### config.mk
export PLATFORM = sky130hd
export DESIGN_NAME = sbx_div
export DESIGN_NICKNAME = d
export VERILOG_FILES = /design/src/rtl/core/sbx_pkg.sv /design/src/rtl/core/sbx_div.sv
export SDC_FILE = /design/constraint.sdc
export NUM_CORES = 2
export LEC_CHECK = 0
export ABC_AREA = 0
export BUFFER_PORTS_ARGS = -buffer_cell sky130_fd_sc_hd__buf_2
export CORE_MARGIN = 3
export CORE_UTILIZATION = 45
export CTS_CLUSTER_DIAMETER = 100
export DETAILED_ROUTE_END_ITERATION = 6
export GPL_TIMING_DRIVEN = 0
export SYNTH_ARGS = -nofsm -noshare
export SYNTH_HDL_FRONTEND = slang
export SYNTH_SLANG_ARGS = --single-unit
### constraint.sdc
create_clock -name clk_i -period 2.75 [get_ports clk_i]
set_input_delay 0.825 -clock clk_i [delete_from_list [all_inputs] [get_ports clk_i]]
set_output_delay 0.825 -clock clk_i [all_outputs]
set_load 0.005 [all_outputs]
### src/rtl/core/sbx_pkg.sv
// ----------------------------------------------------------------------------
// sbx_pkg: shared constants and types for the SBX crossover unit
// Fixed-point formats, register reset values, register indexes and the
// constant root table of the pipelined power-of-two unit.
// ----------------------------------------------------------------------------
package sbx_pkg;

  // Default gene and draw widths
  localparam int unsigned DEF_GENE_WIDTH = 32;
  localparam int unsigned DEF_DRAW_WIDTH = 16;

  // Fixed-point formats
  localparam int unsigned LOG_FRAC  = 26;  // fraction bits of log2 and exponent
  localparam int unsigned Q_FRAC    = 30;  // mantissa fraction bits (Q1.30)
  localparam int unsigned MANT_W    = 31;  // Q1.30 mantissa width
  localparam int unsigned B_FRAC    = 24;  // fraction bits of spread factor
  localparam int unsigned P_LIM_LOG = 40;  // product magnitude limit, log2

  // Configuration registers
  localparam int unsigned PROB_W     = 17;
  localparam int unsigned NC_W       = 8;
  localparam int unsigned CFG_IDX_W  = 1;
  localparam logic [PROB_W-1:0] PROB_RESET = 17'd58982;
  localparam logic [NC_W-1:0]   NC_RESET   = 8'd2;
  localparam logic [CFG_IDX_W-1:0] REG_PROB = 1'b0;
  localparam logic [CFG_IDX_W-1:0] REG_NC   = 1'b1;

  typedef logic [MANT_W-1:0] root_tab_t [LOG_FRAC];

  function automatic int unsigned max_u(int unsigned x, int unsigned y);
    return (x > y) ? x : y;
  endfunction

  // Floor square root, evaluated at elaboration only
  function automatic logic [63:0] isqrt64(logic [63:0] v);
    logic [63:0] x;
    logic [63:0] r;
    logic [63:0] bit_m;
    x = v;
    r = '0;
    bit_m = 64'd1 << 62;
    for (int i = 0; i < 32; i++) begin
      if (bit_m > x) bit_m = bit_m >> 2;
    end
    for (int i = 0; i < 32; i++) begin
      if (bit_m != 64'd0) begin
        if (x >= r + bit_m) begin
          x = x - (r + bit_m);
          r = (r >> 1) + bit_m;
        end else begin
          r = r >> 1;
        end
        bit_m = bit_m >> 2;
      end
    end
    return r;
  endfunction

  // Factors 2^(2^-k) in Q1.30, k = 1 .. LOG_FRAC, each a root of the one before
  function automatic root_tab_t exp_root_table();
    root_tab_t   tab;
    logic [63:0] r;
    r = isqrt64(64'd1 << 61);
    for (int k = 0; k < int'(LOG_FRAC); k++) begin
      tab[k] = r[MANT_W-1:0];
      r = isqrt64(r << Q_FRAC);
    end
    return tab;
  endfunction

  localparam root_tab_t EXP_ROOTS = exp_root_table();

endpackage

### src/rtl/core/sbx_div.sv
// ----------------------------------------------------------------------------
// sbx_div: pipelined exponent divider
// Forms (DRAW_WIDTH-1) - log2 and divides it by nc+1, one quotient bit a stage.
// ----------------------------------------------------------------------------
module sbx_div #(
  parameter int unsigned DRAW_WIDTH = 16,
  parameter int unsigned SIDE_W     = 69
) (
  input  logic                                              clk_i,
  input  logic                                              rst_ni,
  input  logic                                              en_i,
  input  logic                                              valid_i,
  input  logic [$clog2(DRAW_WIDTH)+sbx_pkg::LOG_FRAC-1:0]  log_i,
  input  logic [sbx_pkg::NC_W-1:0]                          nc_i,
  input  logic [SIDE_W-1:0]                                 side_i,
  output logic                                              valid_o,
  output logic [$clog2(DRAW_WIDTH)+sbx_pkg::LOG_FRAC-1:0]  quot_o,
  output logic [SIDE_W-1:0]                                 side_o
);
  import sbx_pkg::*;

  localparam int unsigned NW    = $clog2(DRAW_WIDTH) + LOG_FRAC;
  localparam int unsigned DVW   = NC_W + 1;
  localparam int unsigned DEPTH = NW + 1;
  localparam logic [NW-1:0] TOP = NW'(DRAW_WIDTH - 1) << LOG_FRAC;

  logic [DVW-1:0] dv;
  logic [DVW:0]   cand;

  logic [NW-1:0]     x_d [DEPTH];
  logic [NW-1:0]     x_q [DEPTH];
  logic [DVW-1:0]    r_d [DEPTH];
  logic [DVW-1:0]    r_q [DEPTH];
  logic [SIDE_W-1:0] side_q [DEPTH];
  logic [DEPTH-1:0]  v_q;

  // Restoring division, shift quotient bits in as numerator bits leave
  always_comb begin
    dv = DVW'(nc_i) + DVW'(1);
    x_d[0] = TOP - log_i;
    r_d[0] = '0;
    cand = '0;
    for (int k = 1; k < int'(DEPTH); k++) begin
      cand = {r_q[k-1], x_q[k-1][NW-1]};
      if (cand >= {1'b0, dv}) begin
        r_d[k] = DVW'(cand - {1'b0, dv});
        x_d[k] = {x_q[k-1][NW-2:0], 1'b1};
      end else begin
        r_d[k] = cand[DVW-1:0];
        x_d[k] = {x_q[k-1][NW-2:0], 1'b0};
      end
    end
  end

  // Advance valid bits
  always_ff @(posedge clk_i or negedge rst_ni) begin
    if (!rst_ni) begin
      v_q <= '0;
    end else if (en_i) begin
      v_q <= {v_q[DEPTH-2:0], valid_i};
    end
  end

  // Advance payload
  always_ff @(posedge clk_i) begin
    if (en_i) begin
      x_q       <= x_d;
      r_q       <= r_d;
      side_q[0] <= side_i;
      for (int k = 1; k < int'(DEPTH); k++) begin
        side_q[k] <= side_q[k-1];
      end
    end
  end

  assign valid_o = v_q[DEPTH-1];
  assign quot_o  = x_q[DEPTH-1];
  assign side_o  = side_q[DEPTH-1];

endmodule

==> flow_summary.ini <==
[synth]
synth_top_area_cell = edfxtp_1
synth_cell_types = 86
yosys-top-cells-area = edfxtp_1 (85%), ha_1 (1.9%), xnor2_1 (1.7%)
synth.yosys.seq_area_share_pct = 85.6
synth_fa_ha_area_share_pct = 2.98
synth_top_family_by_area = compound AO/OA/AOI/OAI gates
ys.flop_type = edfxtp_1
synthXorXnorAreaFrac_pct = 2.87
syn-cell-area_sq_um = 118000
syn_nets = 5977
yosysWarnings = 0
avgSynthCellArea_sq_um = 20.8
yosys.area_share.simple_pct = 2.71
synth_seq_cells = 3361
synth.mux.area_fraction_pct = 1.10
synth_most_common_cell = edfxtp_1
synth_common_cells = edfxtp_1 (3330), nand2_1 (234), xnor2_1 (232)
synth_top_area_share_pct = 85.0
async_flop_share_pct = 0.922
synth_edf_count = 3330
synth_compound_area_share_pct = 3.27
synthCells = 5658

[sta]
tns_ps = -28080
tightest_slew_ps = 1170
period_needed_ps = 3120
finalMaxSlewViolations = 0
rsz0062_at_grt = yes
fmax_ghz = 0.321
max_slew_margin_pct = 22.2
fin_skew_ps = 75.5
finalSetupViolCount = 242
finalHoldViolations = 0
worst_slack_ps = -367
fin_crit_sh_pct = 113

[setup_path]
cp.arrival_ps = 3800
cp-start-kind = input pin
cp.required_ps = 3430
setup.worst_path.end_class = flop
crit_type = in -> reg
worst-path-max-fanout = 5

[clocking]
clk_latency_ps = 900
h-tree-depth = 5
cts_made_buffers = 344
cts.sinks = 3361
cts.clk_slew.worst_paths_ps = 60
cts_tree = done
cts-root-buf = clkbuf_16
cts_buffer_depth = 4

[power]
p_leak_nw = 50.0
power_mw = 140
p_per_area_nw_per_um2 = 974
irDropWorstVdd_mv = 0.575

[layout]
fillers = 19395
stdcell_count = 10382
nNetsFinal = 6929
area.growth.synth_to_final_pct = 21.8
fin_area_sq_um = 143000
layout-drive-gt1-share_pct = 28.9

[worst_hold_path]
hold_class = in -> reg

[route]
drc = 0
ant_nets = 0
vias = 50204
drt-vias-per-instance = 4.84
post_drt_wl_per_cell_um = 18.4
drt_wl_total_mm = 191
firstDrtPassIters = 5
drt-initial-drc-count = 4052

[placed_design]
post_dp_cell_area_sq_um = 124000
place.gp.congestion = 0.864
io_buffers = 206
dp_hpwl_mm = 102
pre_cts_slack_ps = -3640
dpl.cell_count = 9387

[run]
maxCapViolations = 0

[status]
status = finished, violations left
violations = setup timing

[floorplan]
coreArea_sq_um = 260000
io_pins = 211
start_util_pct = 45.3
num_rows = 187
die-height_um = 517
die_w_um = 517
die-area_sq_um = 268000

[global_routing]
grt-ovfl-total = 0
antenna_found_initial = 11
grt_max_degree = 192
grt_pass1_wl_mm = 284
grt.total_usage_pct = 13.7
grt_pass1_vias = 49103
-- layer usage --
layer  part of all wire, %  vias to the layer above  track usage (%)
li1                      -                    24033                -
met1                    47                    24515             20.1
met2                    45                     1223             20.3
met3                   5.5                      433             2.84
met4                   3.4                        0             5.40
met5                     0                        -                0
-- report_power, final --
part           switching (mW)  total (mW)  internal, mW
registers                2.91        66.0          63.1
logic                    14.4        29.8          15.4
clock network            18.1        43.7          25.6
-- placed cells by master, fill, tap and decap left out, types with 33 or more instances in the layout --
cell type and instances:
clkbuf_16 361, buf_4 314, xnor2_1 203, a21oi_2 51
nor2_1 91, xor2_1 45, buf_2 214, a21oi_1 102
mux2_2 63, nor3_1 52, clkbuf_1 88, nand3_1 45
a21oi_4 33, inv_1 96, clkinv_2 54, buf_12 33
clkinv_1 95, ha_1 89, maj3_2 44, xnor3_1 39
nand2_2 58, edfxtp_1 3330, nand2_1 156, mux2_4 44
buf_6 131, o21ai_0 63, a21o_1 41, o21ai_2 36
ha_4 78
-- repair_timing --
item                        CTS  global route
hold endpoints to repair     31             0
gates cloned                 20            13
setup endpoints to repair  1921          1034
setup buffers               222           127
resized for setup           451           577
hold buffers                  1             0
pin swaps                   121           214
-- area by class of cell --
type / count / area, sq um / area share (%)
clock buffers: 417 / 9050 / 6.32
diodes: 6 / 15.0 / 0.0105
multi-input cells: 1973 / 19300 / 13.5
clock inverters: 199 / 1690 / 1.18
plain buffers: 207 / 1650 / 1.15
well taps: 3496 / 4370 / 3.05
inverters: 118 / 539 / 0.376
repair buffers: 605 / 5910 / 4.12
flip-flops and latches: 3361 / 101000 / 70.3
-- critical path, cell delays in order --
cell	delay (ps)
buf_8	100
and2_4	170
nand2_4	80
xor2_4	200
buf_6	130
buf_12	120
buf_16	160
ha_4	240
a21oi_4	140
nand2_2	70
maj3_2	300
maj3_2	360
maj3_2	340
a21o_1	170
a211oi_2	360
-- stage by stage --
step	utilization, %	hold slack [ps]
floorplan	-	400
global placement	47.5	400
detailed placement	47.8	405
CTS	53.7	6.33
global route	55.1	18.1
finish	55.1	102
-- cells by family after synthesis --
group / Yosys count
DFF: 3361
xor gates and xnor gates: 322
and+or+nand+nor: 674
AOI/OAI and AO/OA: 585
muxes: 116
adders and majority gates: 275
buffers and inverters: 325
-- registers in the layout (all words and copies together) (netlist names) --
name / flops
v_q: 31
x_q: 899
side_q: 2139
cand: 10
r_q: 252
quot_o: 30
-- final timing paths --
check                            from            end  slack, ps  cells past startpoint
max                           nc_i[1]       r_q[251]       -370                     15
min                        side_i[10]  side_q[0][10]        100                      1
max reg2reg                  x_q[599]       r_q[170]       -310                     10
min reg2reg                  x_q[905]       x_q[876]        370                      0
max in group asynchronous      rst_ni         v_q[6]       1820                      2
min in group asynchronous      rst_ni        v_q[27]        490                      2
Power figures use the tool's default switching activity.
