File: src/rtl/core/sbx_pkg.sv
// ----------------------------------------------------------------------------
// sbx_pkg: shared constants and types for the SBX crossover unit
// Fixed-point formats, register reset values, register indexes and the
// constant root table of the pipelined power-of-two unit.
// ----------------------------------------------------------------------------
package sbx_pkg;

  // Default gene and draw widths
  localparam int unsigned DEF_GENE_WIDTH = 32;
  localparam int unsigned DEF_DRAW_WIDTH = 16;

  // Fixed-point formats
  localparam int unsigned LOG_FRAC  = 26;  // fraction bits of log2 and exponent
  localparam int unsigned Q_FRAC    = 30;  // mantissa fraction bits (Q1.30)
  localparam int unsigned MANT_W    = 31;  // Q1.30 mantissa width
  localparam int unsigned B_FRAC    = 24;  // fraction bits of spread factor
  localparam int unsigned P_LIM_LOG = 40;  // product magnitude limit, log2

  // Configuration registers
  localparam int unsigned PROB_W     = 17;
  localparam int unsigned NC_W       = 8;
  localparam int unsigned CFG_IDX_W  = 1;
  localparam logic [PROB_W-1:0] PROB_RESET = 17'd58982;
  localparam logic [NC_W-1:0]   NC_RESET   = 8'd2;
  localparam logic [CFG_IDX_W-1:0] REG_PROB = 1'b0;
  localparam logic [CFG_IDX_W-1:0] REG_NC   = 1'b1;

  typedef logic [MANT_W-1:0] root_tab_t [LOG_FRAC];

  function automatic int unsigned max_u(int unsigned x, int unsigned y);
    return (x > y) ? x : y;
  endfunction

  // Floor square root, evaluated at elaboration only
  function automatic logic [63:0] isqrt64(logic [63:0] v);
    logic [63:0] x;
    logic [63:0] r;
    logic [63:0] bit_m;
    x = v;
    r = '0;
    bit_m = 64'd1 << 62;
    for (int i = 0; i < 32; i++) begin
      if (bit_m > x) bit_m = bit_m >> 2;
    end
    for (int i = 0; i < 32; i++) begin
      if (bit_m != 64'd0) begin
        if (x >= r + bit_m) begin
          x = x - (r + bit_m);
          r = (r >> 1) + bit_m;
        end else begin
          r = r >> 1;
        end
        bit_m = bit_m >> 2;
      end
    end
    return r;
  endfunction

  // Factors 2^(2^-k) in Q1.30, k = 1 .. LOG_FRAC, each a root of the one before
  function automatic root_tab_t exp_root_table();
    root_tab_t   tab;
    logic [63:0] r;
    r = isqrt64(64'd1 << 61);
    for (int k = 0; k < int'(LOG_FRAC); k++) begin
      tab[k] = r[MANT_W-1:0];
      r = isqrt64(r << Q_FRAC);
    end
    return tab;
  endfunction

  localparam root_tab_t EXP_ROOTS = exp_root_table();

endpackage

File: src/rtl/core/sbx_combine.sv
// ----------------------------------------------------------------------------
// sbx_combine: child gene arithmetic
// Scales the spread factor, multiplies it by the parent distance in two
// partial products, and forms the saturated children. Last stage is the
// output register.
// ----------------------------------------------------------------------------
module sbx_combine #(
  parameter int unsigned GENE_WIDTH = 32,
  parameter int unsigned DRAW_WIDTH = 16
) (
  input  logic                              clk_i,
  input  logic                              rst_ni,
  input  logic                              en_i,
  input  logic                              valid_i,
  input  logic [sbx_pkg::MANT_W-1:0]        g_i,
  input  logic [$clog2(DRAW_WIDTH)-1:0]     ip_i,
  input  logic                              small_i,
  input  logic                              zero_i,
  input  logic                              cross_i,
  input  logic [GENE_WIDTH-1:0]             gene_a_i,
  input  logic [GENE_WIDTH-1:0]             gene_b_i,
  input  logic                              last_gene_i,
  input  logic                              last_pair_i,
  output logic                              valid_o,
  output logic [GENE_WIDTH-1:0]             child_a_o,
  output logic [GENE_WIDTH-1:0]             child_b_o,
  output logic                              end_of_individual_o,
  output logic                              end_of_batch_o,
  output logic                              saturated_o
);
  import sbx_pkg::*;

  localparam int unsigned GW  = GENE_WIDTH;
  localparam int unsigned IPW = $clog2(DRAW_WIDTH);
  localparam int unsigned BW  = DRAW_WIDTH + B_FRAC;
  localparam int unsigned BL  = BW / 2;
  localparam int unsigned BH  = BW - BL;
  localparam int unsigned PFW = BW + GW + 1;
  localparam int unsigned PW  = PFW - B_FRAC;
  localparam int unsigned CPW = P_LIM_LOG + 1;
  localparam int unsigned WW  = max_u(PW, CPW) + 1;
  localparam int unsigned XW  = max_u(GW + 1, CPW + 1) + 1;
  localparam logic [WW-1:0] P_LIM = WW'(1) << P_LIM_LOG;

  // Stage 1: spread factor, distance, sum
  logic [GW:0]     diff;
  logic            neg_d;
  logic [GW:0]     ad_d;
  logic [GW:0]     s_d;
  logic [IPW+2:0]  shv;
  logic [BW+5:0]   lw;
  logic [BW-1:0]   b_d;

  logic            v1_q, cross1_q, lg1_q, lp1_q, neg1_q;
  logic [BW-1:0]   b1_q;
  logic [GW:0]     ad1_q, s1_q;
  logic [GW-1:0]   a1_q, c1_q;

  always_comb begin
    diff  = {gene_a_i[GW-1], gene_a_i} - {gene_b_i[GW-1], gene_b_i};
    neg_d = diff[GW];
    ad_d  = neg_d ? (GW+1)'(-diff) : diff;
    s_d   = {gene_a_i[GW-1], gene_a_i} + {gene_b_i[GW-1], gene_b_i};
    shv   = (IPW+3)'(ip_i) + (IPW+3)'(6);
    lw    = (BW+6)'(g_i) << ip_i;
    if (zero_i) begin
      b_d = '0;
    end else if (small_i) begin
      b_d = BW'(g_i) >> shv;
    end else begin
      b_d = lw[BW+5:6];
    end
  end

  // Stage 2: partial products
  logic            v2_q, cross2_q, lg2_q, lp2_q, neg2_q;
  logic [BL+GW:0]  pl2_q;
  logic [BH+GW:0]  ph2_q;
  logic [GW:0]     s2_q;
  logic [GW-1:0]   a2_q, c2_q;

  // Stage 3: product, truncated and limited
  logic [PFW-1:0]  pf;
  logic [WW-1:0]   pw;
  logic [CPW-1:0]  pc_d;

  logic            v3_q, cross3_q, lg3_q, lp3_q, neg3_q;
  logic [CPW-1:0]  pc3_q;
  logic [GW:0]     s3_q;
  logic [GW-1:0]   a3_q, c3_q;

  always_comb begin
    pf = (PFW'(ph2_q) << BL) + PFW'(pl2_q);
    pw = WW'(pf[PFW-1:B_FRAC]);
    pc_d = (pw > P_LIM) ? CPW'(P_LIM) : CPW'(pw);
  end

  // Stage 4: children, halved and saturated
  logic [XW-1:0]   sx, sp, xa, xb, ha, hb;
  logic            ova, una, ovb, unb;
  logic [GW-1:0]   ca_d, cb_d;
  logic            clip_d;

  localparam logic [GW-1:0] G_MAX = {1'b0, {(GW-1){1'b1}}};
  localparam logic [GW-1:0] G_MIN = {1'b1, {(GW-1){1'b0}}};

  always_comb begin
    sx  = {{(XW-GW-1){s3_q[GW]}}, s3_q};
    sp  = neg3_q ? XW'(-XW'(pc3_q)) : XW'(pc3_q);
    xa  = sx + sp;
    xb  = sx - sp;
    ha  = {xa[XW-1], xa[XW-1:1]};
    hb  = {xb[XW-1], xb[XW-1:1]};
    ova = !ha[XW-1] && (ha[XW-2:GW-1] != '0);
    una =  ha[XW-1] && (ha[XW-2:GW-1] != '1);
    ovb = !hb[XW-1] && (hb[XW-2:GW-1] != '0);
    unb =  hb[XW-1] && (hb[XW-2:GW-1] != '1);
    if (!cross3_q) begin
      ca_d   = a3_q;
      cb_d   = c3_q;
      clip_d = 1'b0;
    end else begin
      ca_d   = ova ? G_MAX : (una ? G_MIN : ha[GW-1:0]);
      cb_d   = ovb ? G_MAX : (unb ? G_MIN : hb[GW-1:0]);
      clip_d = ova | una | ovb | unb;
    end
  end

  logic v4_q;

  // Advance valid bits
  always_ff @(posedge clk_i or negedge rst_ni) begin
    if (!rst_ni) begin
      v1_q <= 1'b0;
      v2_q <= 1'b0;
      v3_q <= 1'b0;
      v4_q <= 1'b0;
    end else if (en_i) begin
      v1_q <= valid_i;
      v2_q <= v1_q;
      v3_q <= v2_q;
      v4_q <= v3_q;
    end
  end

  // Advance payload
  always_ff @(posedge clk_i) begin
    if (en_i) begin
      b1_q     <= b_d;
      ad1_q    <= ad_d;
      s1_q     <= s_d;
      neg1_q   <= neg_d;
      a1_q     <= gene_a_i;
      c1_q     <= gene_b_i;
      cross1_q <= cross_i;
      lg1_q    <= last_gene_i;
      lp1_q    <= last_pair_i;

      pl2_q    <= b1_q[BL-1:0] * ad1_q;
      ph2_q    <= b1_q[BW-1:BL] * ad1_q;
      s2_q     <= s1_q;
      neg2_q   <= neg1_q;
      a2_q     <= a1_q;
      c2_q     <= c1_q;
      cross2_q <= cross1_q;
      lg2_q    <= lg1_q;
      lp2_q    <= lp1_q;

      pc3_q    <= pc_d;
      s3_q     <= s2_q;
      neg3_q   <= neg2_q;
      a3_q     <= a2_q;
      c3_q     <= c2_q;
      cross3_q <= cross2_q;
      lg3_q    <= lg2_q;
      lp3_q    <= lp2_q;

      child_a_o           <= ca_d;
      child_b_o           <= cb_d;
      saturated_o         <= clip_d;
      end_of_individual_o <= lg3_q;
      end_of_batch_o      <= lp3_q;
    end
  end

  assign valid_o = v4_q;

endmodule

File: config.mk
export PLATFORM = sky130hd
export DESIGN_NAME = sbx_combine
export DESIGN_NICKNAME = d
export VERILOG_FILES = /design/src/rtl/core/sbx_pkg.sv /design/src/rtl/core/sbx_combine.sv
export SDC_FILE = /design/constraint.sdc
export NUM_CORES = 2
export LEC_CHECK = 0
export BUFFER_PORTS_ARGS = -buffer_cell sky130_fd_sc_hd__buf_2
export CORE_MARGIN = 2
export CORE_UTILIZATION = 38
export DETAILED_ROUTE_END_ITERATION = 6
export GPL_ROUTABILITY_DRIVEN = 0
export PLACE_DENSITY = 0.55
export SYNTH_ARGS = -nofsm -noshare
export SYNTH_HDL_FRONTEND = slang
export SYNTH_SLANG_ARGS = --single-unit
export TNS_END_PERCENT = 30
File: constraint.sdc
create_clock -name clk_i -period 7.8 [get_ports clk_i]
set_clock_uncertainty 0.2 [all_clocks]
set_input_delay 0.78 -clock clk_i [delete_from_list [all_inputs] [get_ports clk_i]]
set_output_delay 0.78 -clock clk_i [all_outputs]
set_load 0.005 [all_outputs]
==> qor.tcl <==
set qor(route.met2.wl_um) 103000
set qor(initial_antenna_violation_count) 24
set qor(worstSetupPathDepth) 27
set qor(portBuffers) 175
set qor(design.portCount) 176
set qor(start_util_pct) 38.12
set qor(ys_seq_elements) 573
set qor(worst_ep_required_time_ns) 8.03
set qor(hold_path_class) {in2reg}
set qor(netlist_instances) 7698
set qor(finalSetupViolations) 0
set qor(yosysMostFrequentCell) {sky130_fd_sc_hd__inv_1}
set qor(achievable-frequency_ghz) 0.1319
set qor(postSynthAreaPerCell_um2) 9.626
set qor(synth-main-ff-cell) {sky130_fd_sc_hd__edfxtp_1}
set qor(routed.top_layer) {met5}
set qor(timing_worst_slew_pin_value_ns) 1.238
set qor(cp_slowest_stage_delay_ns) 0.56
set qor(synthesis.area_um2) 74100
set qor(core.rowCount) 162
set qor(clk_pin_slew_ns) 0.06
set qor(cts.root.buffer_cell) {sky130_fd_sc_hd__clkbuf_16}
set qor(dr_drc_count) 0
set qor(synth-async-reset-ratio_pct) 0.6981
set qor(total_nets_after_synthesis) 9421
set qor(timing.critical_path.buf_inv) 7
set qor(end_kind) {register}
set qor(drv_cap) 0
set qor(result_of_the_run) {finished clean}
set qor(number_of_sinks_driven_by_the_clock_tree) 573
set qor(drt_pass1_iterations) 5
set qor(rr_endpoint) {ph2_q[44]}
set qor(global_route.overflow_total) 0
set qor(netlist-cell-type-count) 89
set qor(area_of_the_placeable_core_um2) 194400
set qor(globalRouteTotalUtil_pct) 21.88
set qor(synth-warning-count) 0
set qor(routedWlPerCell_um) 20.53
set qor(crit_path_frequent_cell) {sky130_fd_sc_hd__fa_1}
set qor(timing.critical_path.max_delay_family) {adder cells}
set qor(cp_slowest_cell) {sky130_fd_sc_hd__fa_1}
set qor(totalWireLength_um) 216000
set qor(final_core_util_pct) 42.56
set qor(register_to_register_path_depth) 27
set qor(final-max-slew-violation-count) 0
set qor(number_of_enable_flip_flop_cells_after_synthesis) 569
set qor(startpoint) {b1_q[22]}
set qor(critical_path_class) {reg2reg}
set qor(grt_first_pass_wirelength_um) 335600
set qor(yosys-top-cells-count) {sky130_fd_sc_hd__inv_1 (1358), sky130_fd_sc_hd__fa_1 (1111), sky130_fd_sc_hd__nand2_1 (918)}
set qor(die_y_um) 445.6
set qor(ys_top_cells_by_area) {sky130_fd_sc_hd__fa_1 (30%), sky130_fd_sc_hd__edfxtp_1 (23%), sky130_fd_sc_hd__ha_1 (8.5%)}
set qor(initialDrtViolationCount) 3879
set qor(met1Wirelength_um) 93360
set qor(synth_seq_area_share_pct) 23.19
set qor(post-dp-hpwl_um) 175800
set qor(ant_nets) 0
set qor(min_tclk_post_route_ns) 7.583
set qor(cts_max_path_buffers) 3
set qor(regToRegStartpoint) {b1_q[22]}
set qor(route.met3.wl_um) 11590
set qor(critPathMaxFanout) 15
set qor(synth.top_cell.area_share_pct) 30.01
set qor(rrSetupSlack_ns) 0.22
set qor(flow.area_growth_from_synthesis_pct) 11.65
set qor(slew_headroom_pct) 16.84
set qor(layout-drive-gt1-share_pct) 9.598
set qor(endpoint_of_the_worst_setup_timing_path) {ph2_q[44]}
set qor(dr_total_vias) 54710
set qor(grt_start_max_net_pins) 167
set qor(dieWidth_um) 445.6
set qor(n_fill_cell) 18850
set qor(finalCritPeriodShare_pct) 97.21
set qor(timing.critical_path.from_type) {register}
set qor(synth_top_cell_by_area) {sky130_fd_sc_hd__fa_1}
set qor(cts-htree-levels) 3
set qor(post_drt_via_cell_ratio) 5.199
set qor(grt_pass1_vias) 57270
set qor(hold_viol_final) 0
set qor(cts_inserted_buffers) 72
set qor(clk_latency_ns) 0.71
set qor(tritoncts) {built}
set qor(worstPathArrival_ns) 7.82
set qor(final_net_count) 9639
set qor(design.die.area_um2) 198600
==> kinds of logic after synthesis <==
family / share of synthesized area, %
flops: 23.19
simple gates: 15.39
mux: 1.241
xor+xnor: 3.676
buf+inv: 9.000
fa+ha+maj: 38.52
compound gates: 8.974
==> cell type report <==
type,count,area [um2],share of cell area [%]
Timing Repair Buffer,541,4317,5.218
Clock buffer,82,1839,2.223
Sequential cell,573,17190,20.77
Inverter,1366,5127,6.198
Antenna cell,11,27.53,0.03327
Tap cell,2542,3181,3.844
Multi-Input combinational cell,5362,50500,61.04
Clock inverter,46,553.0,0.6685
==> per-layer routing <==
layer	GRT usage (%)	vias to the layer above
met4	7.458	2
met5	0	-
li1	-	24950
met2	36.70	1627
met3	2.608	388
met1	29.27	27750
==> repair_timing <==
action,in CTS,in global routing
hold endpoints to repair,5,0
pin swaps,0,21
setup endpoints to repair,19,88
hold buffers,2,0
cloned,0,1
gates resized for setup,11,55
setup buffers,0,11
==> worst register-to-register path: stages (launching register included) <==
cell and delay, ns:
sky130_fd_sc_hd__edfxtp_1 0.42, sky130_fd_sc_hd__buf_12 0.18, sky130_fd_sc_hd__and2_1 0.18, sky130_fd_sc_hd__fa_1 0.53
sky130_fd_sc_hd__inv_1 0.05, sky130_fd_sc_hd__fa_1 0.48, sky130_fd_sc_hd__fa_1 0.50, sky130_fd_sc_hd__inv_1 0.06
sky130_fd_sc_hd__fa_1 0.51, sky130_fd_sc_hd__inv_1 0.06, sky130_fd_sc_hd__fa_1 0.56, sky130_fd_sc_hd__fa_1 0.43
sky130_fd_sc_hd__fa_1 0.49, sky130_fd_sc_hd__inv_1 0.06, sky130_fd_sc_hd__ha_4 0.23, sky130_fd_sc_hd__a21oi_2 0.11
sky130_fd_sc_hd__o21ai_1 0.08, sky130_fd_sc_hd__o41a_1 0.48, sky130_fd_sc_hd__a41o_1 0.26, sky130_fd_sc_hd__a21oi_1 0.15
sky130_fd_sc_hd__buf_4 0.15, sky130_fd_sc_hd__o211ai_1 0.10, sky130_fd_sc_hd__buf_4 0.17, sky130_fd_sc_hd__a31oi_4 0.22
sky130_fd_sc_hd__o21bai_1 0.14, sky130_fd_sc_hd__a221o_1 0.37, sky130_fd_sc_hd__a21oi_2 0.15, sky130_fd_sc_hd__xnor2_1 0.07
==> registers in the layout (all words and copies together) (netlist names), 32 cells and up <==
register   count
child_a_o     32
pc3_q         41
s2_q          33
a3_q          32
b1_q          40
pl2_q         33
s1_q          32
ph2_q         53
s3_q          33
c3_q          32
child_b_o     32
c2_q          32
a2_q          32
a1_q          32
ad1_q         33
c1_q          32
==> layout by cell type (no fill, tap or decap), types with 25 or more instances in the layout <==
| cell type | instances |
|---|---|
| sky130_fd_sc_hd__a211oi_1 | 30 |
| sky130_fd_sc_hd__a21o_1 | 115 |
| sky130_fd_sc_hd__a21oi_1 | 271 |
| sky130_fd_sc_hd__a31oi_1 | 31 |
| sky130_fd_sc_hd__and2_1 | 604 |
| sky130_fd_sc_hd__and3_1 | 25 |
| sky130_fd_sc_hd__buf_12 | 51 |
| sky130_fd_sc_hd__buf_2 | 174 |
| sky130_fd_sc_hd__buf_4 | 306 |
| sky130_fd_sc_hd__clkbuf_16 | 73 |
| sky130_fd_sc_hd__edfxtp_1 | 569 |
| sky130_fd_sc_hd__fa_1 | 1109 |
| sky130_fd_sc_hd__ha_1 | 501 |
| sky130_fd_sc_hd__inv_1 | 1357 |
| sky130_fd_sc_hd__mux2i_1 | 57 |
| sky130_fd_sc_hd__nand2_1 | 918 |
| sky130_fd_sc_hd__nand2b_1 | 50 |
| sky130_fd_sc_hd__nand3_1 | 62 |
| sky130_fd_sc_hd__nand4_1 | 38 |
| sky130_fd_sc_hd__nor2_1 | 373 |
| sky130_fd_sc_hd__nor2b_1 | 45 |
| sky130_fd_sc_hd__nor3_1 | 84 |
| sky130_fd_sc_hd__nor4_1 | 27 |
| sky130_fd_sc_hd__o21ai_0 | 192 |
| sky130_fd_sc_hd__o21bai_1 | 41 |
| sky130_fd_sc_hd__o22a_1 | 37 |
| sky130_fd_sc_hd__o31ai_1 | 33 |
| sky130_fd_sc_hd__xnor2_1 | 228 |
| sky130_fd_sc_hd__xor2_1 | 83 |
==> worst min-delay path by stage <==
stage / start / cells past startpoint / endpoint / slack [ns]
after floorplan: a1_q[0] / 0 / a2_q[0] / 0.20
after detailed placement: a1_q[7] / 0 / a2_q[7] / 0.20
after CTS: last_pair_i / 1 / lp1_q / 0.004
after global routing: last_pair_i / 1 / lp1_q / 0.03
after global placement: c1_q[31] / 0 / c2_q[31] / 0.20
final: last_pair_i / 1 / lp1_q / 0.07
==> stage by stage <==
stage	std cells	TNS, ns	hold WS, ns	area (um2)	setup WS, ns
finish	10520	0	0.07156	82730	0.2172
global route	10520	-0.04743	0.02880	82720	-0.01578
CTS	10500	0	0.004233	82360	0.02696
detailed placement	10370	-3.043	0.2045	79900	-0.4069
global placement	10370	-2.633	0.2003	79900	-0.3660
floorplan	7698	0	0.2003	74100	0.4585
Power is left out: the tool's default activity adds up to more than one toggle a clock period on the data nets, which glitch-free logic cannot reach.
